===== config.mk =====
export PLATFORM = sky130hd
export DESIGN_NAME = hbs_ctrl
export DESIGN_NICKNAME = d
export VERILOG_FILES = /design/src/rtl/core/hbs_pkg.sv /design/src/rtl/core/hbs_ctrl.sv
export SDC_FILE = /design/constraint.sdc
export NUM_CORES = 1
export LEC_CHECK = 0
export ABC_AREA = 1
export ABC_CLOCK_PERIOD_IN_PS = 910
export BUFFER_PORTS_ARGS = -buffer_cell sky130_fd_sc_hd__buf_4
export CAP_MARGIN = 20
export CORE_AREA = 2 2 39 41
export DETAILED_ROUTE_END_ITERATION = 10
export DIE_AREA = 0 0 41 43
export GPL_TIMING_DRIVEN = 1
export PLACE_DENSITY = 0.51
export SETUP_SLACK_MARGIN = 0.15
export SYNTH_ARGS = -nofsm -noshare
export SYNTH_HDL_FRONTEND = slang
export SYNTH_SLANG_ARGS = --single-unit

===== constraint.sdc =====
create_clock -name clk -period 0.91 [get_ports clk]
set_input_delay 0.091 -clock clk [delete_from_list [all_inputs] [get_ports clk]]
set_output_delay 0.091 -clock clk [all_outputs]
set_load 0.02 [all_outputs]

===== src/rtl/core/hbs_pkg.sv =====
// shared types and constants of the height map box smoother
package hbs_pkg;

  localparam int MAX_WIDTH_DEF  = 1024;
  localparam int MAX_HEIGHT_DEF = 1024;

  // fixed field widths
  localparam int SAMPLE_W = 8;
  localparam int DIM_W    = 11;
  localparam int SCALE_W  = 16;
  localparam int CFG_W    = 16;
  localparam int CFG_IDX_W = 2;
  localparam int SUM_W    = 12;
  localparam int DIV_W    = 12;
  localparam int Q_W      = 16;
  localparam int PROD_W   = SUM_W + SCALE_W;

  localparam logic [CFG_IDX_W-1:0] REG_IMAGE_WIDTH  = 2'd0;
  localparam logic [CFG_IDX_W-1:0] REG_IMAGE_HEIGHT = 2'd1;
  localparam logic [CFG_IDX_W-1:0] REG_HEIGHT_SCALE = 2'd2;

  localparam logic OP_SAMPLE = 1'b0;
  localparam logic OP_FLUSH  = 1'b1;

  localparam logic [DIM_W-1:0]   DIM_RESET   = 11'd1024;
  localparam logic [SCALE_W-1:0] SCALE_RESET = 16'd256;

  typedef enum logic [2:0] {
    ST_IDLE,
    ST_READ,
    ST_SHIFT,
    ST_SUM,
    ST_MUL,
    ST_START,
    ST_DIV,
    ST_OUT
  } hbs_state_t;

  typedef struct packed {
    logic accept;
    logic mem_rd;
    logic shift;
    logic sum;
    logic mul;
    logic div_start;
    logic out_load;
  } hbs_cmd_t;

  typedef struct packed {
    logic frame_done;
    logic in_is_flush;
    logic win_ready;
    logic flush_mode;
    logic div_done;
    logic div_busy;
    logic slot_free;
  } hbs_stat_t;

endpackage


===== src/rtl/core/hbs_ctrl.sv =====
// sequencing state machine of the smoother
module hbs_ctrl (
  input  logic               clk,
  input  logic               rst_n,
  input  logic               in_valid,
  output logic               in_ready,
  input  hbs_pkg::hbs_stat_t stat,
  output hbs_pkg::hbs_cmd_t  cmd
);
  import hbs_pkg::*;

  hbs_state_t state_r;
  hbs_state_t state_nxt;

  always_ff @(posedge clk) begin
    if (!rst_n) begin
      state_r <= ST_IDLE;
    end else begin
      state_r <= state_nxt;
    end
  end

  always_comb begin
    state_nxt = state_r;
    case (state_r)
      ST_IDLE: begin
        if (in_valid) begin
          // a flush inside the frame is dropped
          if (stat.frame_done || !stat.in_is_flush) begin
            state_nxt = ST_READ;
          end
        end
      end
      ST_READ: begin
        state_nxt = ST_SHIFT;
      end
      ST_SHIFT: begin
        if (stat.win_ready) begin
          state_nxt = ST_SUM;
        end else if (stat.flush_mode) begin
          state_nxt = ST_READ;
        end else begin
          state_nxt = ST_IDLE;
        end
      end
      ST_SUM: begin
        state_nxt = ST_MUL;
      end
      ST_MUL: begin
        state_nxt = ST_START;
      end
      ST_START: begin
        state_nxt = ST_DIV;
      end
      ST_DIV: begin
        if (stat.div_done) begin
          state_nxt = ST_OUT;
        end
      end
      ST_OUT: begin
        if (stat.slot_free) begin
          state_nxt = ST_IDLE;
        end
      end
      default: begin
        state_nxt = ST_IDLE;
      end
    endcase
  end

  always_comb begin
    cmd      = '0;
    in_ready = 1'b0;
    case (state_r)
      ST_IDLE: begin
        in_ready   = 1'b1;
        cmd.accept = in_valid;
      end
      ST_READ: begin
        cmd.mem_rd = 1'b1;
      end
      ST_SHIFT: begin
        cmd.shift = 1'b1;
      end
      ST_SUM: begin
        cmd.sum = 1'b1;
      end
      ST_MUL: begin
        cmd.mul = 1'b1;
      end
      ST_START: begin
        cmd.div_start = 1'b1;
      end
      ST_OUT: begin
        cmd.out_load = stat.slot_free;
      end
      default: begin
      end
    endcase
  end

endmodule

After elaboration in Yosys (flattened, before gate mapping). Index checks and enable logic that the tools add are counted.

Memories kept: 0. RAM bits: 0. Register bits: 3. Memory bits (read-only): 0. Latch bits: 0. Logic and storage cells: 31. Input bits: 10.

Mux-type cells: 15. Bitwise gates (word level): 0. Reduce and logical (&&, ||, !) cells: 4. Add/subtract/negate cells: 0. Equal/unequal tests: 11. $mul: 0. Divide/modulo/power cells: 0. $lt $le $gt $ge: 0. Shift-type cells: 0.

Operator list (count): $pmux 3 s8 (1); $eq 3x3->1 const B (4); $mux 3 (4); $mux 1 (9); $ne 2x2->1 const B (4); $eq 3x2->1 const B (2); $reduce_and 4->1 (1); $eq 3x1->1 const B (1); $logic_not 3->1 (1); $mux 2 (1); $logic_not 1->1 (1); $logic_or 1x1->1 (1).

Longest topological paths before layout. Gate-level depths: netlist of the first run.

Word-level depth: 5. Gate-level depth with buffers: 7. Gate-level depth less buffers: 7.

Worst setup path before layout of the first run. No wires, ideal clock.

Path kind: reg2out. From: reg state_r[0]. To: out cmd[6] (netlist name). Arrival time: 1.010 ns. Path slack: -0.191 ns. Data required time: 0.819 ns. Cell stages (with the launch flop): 4. Buffers on the path: 0. Path through: dfxtp_1 inv_2 nand2_4 nor3b_1.

RTL lines: from (decl) (line hbs_ctrl.sv:12) `hbs_state_t state_r;`; from (signal assigned) (line hbs_ctrl.sv:19) `state_r <= state_nxt;`; to (decl) (line hbs_ctrl.sv:8) `output hbs_pkg::hbs_cmd_t cmd`.

==> results.toml, run 1 <==
[timing]
whs_ns = 0.110
finalCritPeriodShare = 1.25
timing.fmax_mhz = 879
setup_viol = 11
finalWorstSetupSlack_ns = -0.228
slew_violations = 0
final.setup_skew_ns = 0.000799
period_needed_ns = 1.14
rsz0062_at_grt = "true"
worst_pin_slew_ns = 0.162
maxSlewHeadroom = 0.891
setup_tns_ns = -1.67
finalHoldViolCount = 0

[global_routing]
busiest_layer = "met2"
met3_usage = 0.0157
grt_pass1_vias = 305
globalRouteTotalUtil = 0.0882
grt_pass1_wl_um = 1040
met1_usage = 0.105
grt_use_met2 = 0.125
grt-ovfl-total = 0
antenna_found_initial = 0
grt_max_degree = 7

[placed_design]
routabilityCongestion = 0.677
place_hpwl_um = 590
dpl-instance-area_um2 = 479
io_buffers = 16

[die]
start_util = 0.206
rows = 14
die_w_um = 41
die_y_um = 43
io-pin-count = 18
dieArea_mm2 = 0.00176
core-area_mm2 = 0.00138

[route]
drt-initial-drc-count = 2
route.detailed.drc = 0
vias_per_cell = 4.02
num_vias = 354
final_antenna_net_count = 0
post_drt_wl_per_cell_um = 8.32
drt-total-wl_um = 732
firstDrtPassIters = 2

[cells_and_area]
largestRegisters = "state_r (3)"
area_delta_synth_final_pct = 100
largest_register_ffs = 3
regMostFlops = "state_r"
final_area_um2 = 572
fin_nets = 83
drive_gt1_frac = 0.708
diodes = 0

[setup_path]
endpoint_kind = "output pin"
rrSetupSlack_ns = -0.08
crit_required_ns = 0.82
crit-reg2reg-launch = "state_r[1]$_SDFFE_PN0P_"
crit_chain = "buf_6 -> nor3b_2 -> buf_4"
reg2reg_depth = 7
critical_path_class = "register to output pin"
cp-endpoint = "cmd[6]"
crit_fanout = 6
critPathSlowestCell = "dfxtp_4"
cp-start-kind = "register"
cp_data_arrival_time_ns = 1.05
cp_slowest_stage_delay_ns = 0.36
critPathLaunch = "state_r[2]$_SDFFE_PN0P_"
rr_endpoint = "state_r[1]$_SDFFE_PN0P_"

[power_and_ir_drop]
p_per_area_mw_per_mm2 = 1560
peakVddDrop_mv = 0.625
power_uw = 893
p_leak_uw = 0.000298

[logic_synthesis]
synth.most_common_cell = "nor2_1"
mappedNetlistArea_um2 = 285
yosysTopAreaCell = "dfxtp_1"
synthArstFlopShare = 0
synth_area_leaders = "dfxtp_1 (21%), nor2_1 (12%), inv_1 (11%)"
ys_types = 17
synth_enable_flop_cells = 0
ys_seq_area_frac = 0.211
yosys_most_used_dff = "dfxtp_1"
syn-num-nets = 56
synthCells = 46
ys_warn_count = 0
yosys-top-cells-count = "nor2_1 (9), inv_1 (8), nand2_1 (7)"
synth_seq_cells = 3
synth_top_area_share = 0.211
syn_area_per_cell_um2 = 6.20

[clock_tree]
clkTransAtPathRegs_ns = 0.03
clk_latency_ns = 0.23
numClockSinks = 3
clockBufferDepth = 2
tritoncts = "done"
h-tree-depth = 1
numCtsBuffers = 3
cts_root_buf = "clkbuf_4"
cts_hold_buffers = 0

[flow_run]
maxCapViolations = 0

[worst_hold_path]
min_path_type = "input pin to register"
hold_depth = 3

[outcome]
violations = "negative setup slack"
status = "finished with violations"
-- per-stage QoR --
stage,cells,worst slack (ns),util
after floorplan,46,-0.0770,-
after global placement,82,-0.128,0.346
after detailed placement,82,-0.127,0.346
after CTS,88,-0.250,0.396
after global routing,88,-0.272,0.413
final,88,-0.228,0.413
-- power by group --
| part | internal [uW] | switching, uW |
|---|---|---|
| combinational | 227 | 243 |
| clock | 164 | 63.5 |
| sequential | 157 | 38.2 |
-- routing by layer --
metal / vias up / wire, um
met1: 148 / 314
met4: 0 / 5
met5: - / 0
met2: 11 / 366
li1: 193 / -
met3: 2 / 46
-- cells by family (layout without fill, tap and decap cells) --
kind of cell    after synthesis  after routing  share of synthesized area
simple gates                 28             28                      0.513
flops                         3              3                      0.211
buf+inv                      12             38                      0.184
compound gates                3              3                     0.0921
-- repair_timing --
| action | in CTS | in global routing |
|---|---|---|
| pin swaps | 5 | 6 |
| setup buffers | 2 | 0 |
| resized for setup | 10 | 9 |
| cloned | 0 | 0 |
| endpoints found under the setup margin | 11 | 11 |
-- how the worst min path moves through the flow --
stage	start	end	slack (ns)
2_1_floorplan	rst_n	state_r[0]$_SDFFE_PN0P_	0.21
3_3_place_gp	rst_n	state_r[0]$_SDFFE_PN0P_	0.35
3_5_place_dp	rst_n	state_r[0]$_SDFFE_PN0P_	0.34
4_1_cts	rst_n	state_r[0]$_SDFFE_PN0P_	0.10
5_1_grt	rst_n	state_r[0]$_SDFFE_PN0P_	0.11
6_report	rst_n	state_r[0]$_SDFFE_PN0P_	0.11
-- worst max-delay path: cells and delay by family, from the launching register on --
family	cells	cell delay, ns
DFF	1	0.36
buffers and inverters	2	0.29
and+or+nand+nor	1	0.17
-- area by class of cell --
| cell class | instances | area (um^2) |
|---|---|---|
| fill | 152 | 812 |
| multi-input combinational | 31 | 213 |
| timing repair buffer | 23 | 195 |
| sequential | 3 | 71.3 |
| inverter | 11 | 46.3 |
| clock buffer | 4 | 26.3 |
| tap | 16 | 20.0 |
-- placed cells by master (no fill, tap or decap) --
master    count
a211oi_2      1
dfxtp_4       3
nor3b_2       1
buf_6         6
clkbuf_4      3
nand2_2       2
nand4_1       2
nor3_2        1
nand3_1       1
nor2_4        2
nor2_1        5
a21oi_2       1
clkbuf_1      1
inv_1         5
nand3_2       1
nand2_1       5
inv_2         4
buf_4        17
nor3_1        1
inv_4         2
nand2_4       3
nor2_2        4
a21oi_1       1
Power figures use the tool's default switching activity.
==> inputs of run 2 (changes only) <==
--- a/config.mk
+++ b/config.mk
@@ -6,14 +6,15 @@
 export NUM_CORES = 1
 export LEC_CHECK = 0
 export ABC_AREA = 1
-export ABC_CLOCK_PERIOD_IN_PS = 910
+export ABC_CLOCK_PERIOD_IN_PS = 1000
 export BUFFER_PORTS_ARGS = -buffer_cell sky130_fd_sc_hd__buf_4
 export CAP_MARGIN = 20
-export CORE_AREA = 2 2 39 41
+export CELL_PAD_IN_SITES_DETAIL_PLACEMENT = 1
+export CELL_PAD_IN_SITES_GLOBAL_PLACEMENT = 2
+export CORE_UTILIZATION = 16
 export DETAILED_ROUTE_END_ITERATION = 10
-export DIE_AREA = 0 0 41 43
-export GPL_TIMING_DRIVEN = 1
-export PLACE_DENSITY = 0.51
+export GPL_TIMING_DRIVEN = 0
+export PLACE_DENSITY = 0.72
 export SETUP_SLACK_MARGIN = 0.15
 export SYNTH_ARGS = -nofsm -noshare
 export SYNTH_HDL_FRONTEND = slang
==> constraint.sdc (replaced) <==
create_clock -name clk -period 1 [get_ports clk]
set_input_delay 0.1 -clock clk [delete_from_list [all_inputs] [get_ports clk]]
set_output_delay 0.1 -clock clk [all_outputs]
set_load 0.02 [all_outputs]
==> run 2 against run 1 <==
Effect of this change: the flow still finishes with violations (negative setup slack); wire length is 29% higher; via count is 6.8% higher; setup slack better by 0.092 ns; register-to-register slack better by 0.07 ns; utilization is 4.7 points lower; total power is 8.2% lower; global-route usage is 2.2 points higher; critical path type unchanged; critical endpoint unchanged; highest routed layer unchanged.
==> results.toml, run 2 (synthesis gave the netlist of run 1 again) <==
[timing]
slew_violations = 0
final.setup_skew_ns = 0.00243
finalWorstSetupSlack_ns = -0.136
maxSlewHeadroom = 0.876
setup_viol = 10
worst_pin_slew_ns = 0.185
setup_tns_ns = -0.866
timing.fmax_mhz = 880
period_needed_ns = 1.14
finalCritPeriodShare = 1.14
rsz0062_at_grt = "true"
finalHoldViolCount = 0
whs_ns = 0.119

[clock_tree]
clockBufferDepth = 2
numClockSinks = 3
clkTransAtPathRegs_ns = 0.03
clk_latency_ns = 0.24
tritoncts = "done"
cts_root_buf = "clkbuf_4"
cts_hold_buffers = 0
numCtsBuffers = 3
h-tree-depth = 1

[setup_path]
critical_path_class = "register to output pin"
crit_required_ns = 0.90
cp-start-kind = "register"
crit_fanout = 5
cp_data_arrival_time_ns = 1.04
cp_slowest_stage_delay_ns = 0.36
path_buf_inv = 2
critPathSlowestCell = "dfxtp_4"
cpLargestDelayFamily = "flip-flops"
crit_chain = "inv_4 -> nand2_4 -> nor3b_2 -> buf_4"
endpoint_kind = "output pin"

[global_routing]
antenna_found_initial = 0
grt_max_degree = 6
grt_pass1_vias = 364
globalRouteTotalUtil = 0.110
grt-ovfl-total = 0
grt_pass1_wl_um = 1480

[power_and_ir_drop]
p_per_area_mw_per_mm2 = 1420
p_leak_uw = 0.000294
peakVddDrop_mv = 0.535

[placed_design]
io_buffers = 16
post-place-cells = 78
place_hpwl_um = 751
routabilityCongestion = 0.657
dp_slack_ns = -0.112
dpl-instance-area_um2 = 453

[die]
core-area_mm2 = 0.00158
die_w_um = 44.2
dieArea_mm2 = 0.00196
rows = 14
die_y_um = 44.2
io-pin-count = 18
start_util = 0.181

[cells_and_area]
seq_area_um2 = 68.8
regMostFlops = "state_r"
final_cell_mix = "buf_4 (14), buf_6 (7), nand2_1 (6), inv_1 (6)"
largestRegisters = "state_r (3)"
fill_cells = 200
fin_nets = 81
largest_register_ffs = 3
final_cells = 86
area_delta_synth_final_pct = 102
final_area_um2 = 577
multi_input_area_um2 = 226
diodes = 0
mostFrequentLayoutCell = "buf_4"
drive_gt1_frac = 0.700

[route]
route.detailed.drc = 0
firstDrtPassIters = 5
drt-initial-drc-count = 7
post_drt_wl_per_cell_um = 11.0
final_antenna_net_count = 0
vias_per_cell = 4.40
num_vias = 378
drt-total-wl_um = 944

[flow_run]
maxCapViolations = 0

[outcome]
violations = "negative setup slack"
status = "finished with violations"

[worst_hold_path]
min_path_type = "input pin to register"
-- run 2: what timing repair did --
item | in CTS | in global routing
gates resized for setup | 22 | 2
buffers inserted | 3 | 0
gates cloned | 1 | 0
pin swaps | 7 | 6
setup endpoints to repair | 11 | 11
endpoints found under the hold margin | 0 | 0
-- run 2: through the flow --
step           power [uW]  utilization
6_report              819        0.366
5_1_grt               872        0.366
4_1_cts               823        0.360
3_5_place_dp          528        0.287
3_3_place_gp          521        0.287
2_1_floorplan         404            -
-- run 2: path summary, 6_finish.rpt --
path | startpoint | endpoint | slack (ns) | cells past startpoint
max | state_r[1]$_SDFFE_PN0P_ | cmd[6] | -0.14 | 4
min | rst_n | state_r[0]$_SDFFE_PN0P_ | 0.12 | 3
max reg2reg | state_r[1]$_SDFFE_PN0P_ | state_r[2]$_SDFFE_PN0P_ | -0.01 | 6
min reg2reg | state_r[0]$_SDFFE_PN0P_ | state_r[0]$_SDFFE_PN0P_ | 0.60 | 3
-- run 2: area by class of cell --
| class | instances | area share |
|---|---|---|
| multi-input combinational | 31 | 0.393 |
| buffer | 1 | 0.0195 |
| inverter | 11 | 0.0889 |
| tap | 16 | 0.0347 |
| clock buffer | 4 | 0.0456 |
| sequential | 3 | 0.119 |
| timing repair buffer | 20 | 0.299 |
-- run 2: report_power, final --
part / internal (uW) / leakage [uW] / switching (uW)
Sequential: 144 / 0.0000264 / 30.0
Clock: 149 / 0.0000150 / 62.4
Combinational: 198 / 0.000252 / 236
Total: 491 / 0.000294 / 328
-- run 2: routing by layer --
layer  global-route usage  vias up  wire length (um)
met5                    0        -                 0
met4                0.109        0                27
met3               0.0204        4                82
met2                0.171       19               422
met1                0.123      165               412
li1                     -      190                 -
-- run 2: worst reg2reg max path, delay by kind of cell (launching register included) --
family	cells	cell delay, ns
simple gates	4	0.39
flops	1	0.36
buf+inv	1	0.08
compound gates	1	0.07
==> inputs of run 3 (changes only) <==
--- a/config.mk
+++ b/config.mk
@@ -15,7 +15,6 @@
 export DETAILED_ROUTE_END_ITERATION = 10
 export GPL_TIMING_DRIVEN = 0
 export PLACE_DENSITY = 0.72
-export SETUP_SLACK_MARGIN = 0.15
 export SYNTH_ARGS = -nofsm -noshare
 export SYNTH_HDL_FRONTEND = slang
 export SYNTH_SLANG_ARGS = --single-unit
==> run 3 against run 2 <==
Effect of this change: the run still ends with negative setup slack left; global-route usage fell by 0.28 points; first-iteration DRC count shrank 86%; clock power down 2%; fmax fell by 0.79%; via count decreased by 7.7%; critical endpoint unchanged; largest cell class unchanged; largest power group unchanged; highest routed layer unchanged.
==> results.toml, run 3 (synthesis gave the netlist of run 1 again) <==
[outcome]
status = "finished with violations"
violations = "negative setup slack"

[setup_path]
crit-reg2reg-launch = "state_r[0]$_SDFFE_PN0P_"
endpoint_kind = "output pin"
critPathSlowestCell = "dfxtp_4"
cp-start-kind = "register"
cp_slowest_stage_delay_ns = 0.36
path_buf_inv = 2
crit_fanout = 5
crit_required_ns = 0.90
crit_chain = "inv_4 -> nand2_4 -> nor3b_2 -> buf_4"
critical_path_class = "register to output pin"
cp_data_arrival_time_ns = 1.05
cpLargestDelayFamily = "flip-flops"
critPathLaunch = "state_r[0]$_SDFFE_PN0P_"

[timing]
maxSlewHeadroom = 0.885
finalHoldViolCount = 0
period_needed_ns = 1.15
slew_violations = 0
timing.fmax_mhz = 873
final.setup_skew_ns = 0.000514
setup_tns_ns = -0.950
worst_pin_slew_ns = 0.171
setup_viol = 11
rsz0062_at_grt = "true"
finalWorstSetupSlack_ns = -0.145
finalCritPeriodShare = 1.15

[route]
final_antenna_net_count = 0
drt-total-wl_um = 848
firstDrtPassIters = 5
route.detailed.drc = 0
vias_per_cell = 4.11
drt-initial-drc-count = 1
post_drt_wl_per_cell_um = 9.98
num_vias = 349

[global_routing]
grt_pass1_wl_um = 1530
globalRouteTotalUtil = 0.107
grt_max_degree = 10
grt-ovfl-total = 0
antenna_found_initial = 0
grt_pass1_vias = 352

[die]
start_util = 0.181
core-area_mm2 = 0.00158
rows = 14
dieArea_mm2 = 0.00196
die_y_um = 44.2
io-pin-count = 18
die_w_um = 44.2

[placed_design]
routabilityCongestion = 0.665
place_hpwl_um = 673
io_buffers = 16

[clock_tree]
clk_latency_ns = 0.23
clockBufferDepth = 2
h-tree-depth = 1
clkTransAtPathRegs_ns = 0.03
numClockSinks = 3
tritoncts = "done"
numCtsBuffers = 3
cts_root_buf = "clkbuf_4"

[cells_and_area]
diodes = 0
largest_register_ffs = 3
final_util = 0.344
drive_gt1_frac = 0.638
fin_nets = 80
mostFrequentLayoutCell = "buf_4"
area_delta_synth_final_pct = 89.9
final_cell_mix = "buf_4 (15), nor2_1 (7), nand2_1 (6)"
regMostFlops = "state_r"
largestRegisters = "state_r (3)"

[power_and_ir_drop]
p_per_area_mw_per_mm2 = 1520
p_leak_uw = 0.000282
peakVddDrop_mv = 0.624

[worst_hold_path]
min_path_type = "input pin to register"
min_from = "rst_n"

[flow_run]
maxCapViolations = 0
## run 3: routing by layer
metal / vias to the layer above / track usage / wire [um]
met5: - / 0 / 0
met4: 0 / 0.0909 / 11
met3: 2 / 0.0122 / 84
met2: 15 / 0.141 / 338
met1: 144 / 0.152 / 412
li1: 188 / - / -
## run 3: stage by stage
stage	cell area, um^2	hold slack (ns)	cells	total power (uW)	setup WS (ns)
floorplan	293	0.224	46	383	-0.0284
global placement	433	0.367	78	500	-0.0458
detailed placement	433	0.369	78	503	-0.0568
CTS	528	0.117	85	819	-0.156
global route	542	0.113	85	888	-0.200
finish	542	0.121	85	822	-0.145
## run 3: final timing paths
check	to	slack, ns	cells after the start
setup / recovery	cmd[6]	-0.15	4
hold / removal	state_r[0]$_SDFFE_PN0P_	0.12	3
setup reg to reg	state_r[1]$_SDFFE_PN0P_	-0.06	8
hold reg to reg	state_r[2]$_SDFFE_PN0P_	0.61	3
## run 3: worst reg2reg max path, stage by stage (launching register included)
cell and delay [ns]:
dfxtp_4 0.36, inv_4 0.08, nand2_4 0.07, nor2_4 0.12, buf_6 0.11, nand2_4 0.05
nand2_4 0.07, nor2_4 0.04, a21oi_2 0.09
## run 3: area by class of cell
class,instances,area [um^2]
inverter,11,48.8
multi-input combinational,31,210
clock buffer,4,26.3
sequential,3,67.6
buffer,1,11.3
fill,207,1030
tap,16,20.0
timing repair buffer,19,158
## run 3: what timing repair did
item / CTS / global route
setup buffers: 3 / 0
pin swaps: 2 / 3
endpoints found under the setup margin: 11 / 11
gates resized for setup: 17 / 4
hold buffers: 0 / 0
## run 3: report_power, final
part / leakage [uW] / internal (uW) / switching (uW) / total [uW]
Combinational: 0.000241 / 208 / 230 / 438
Clock: 0.0000150 / 149 / 57.7 / 207
Sequential: 0.0000259 / 144 / 33.3 / 177
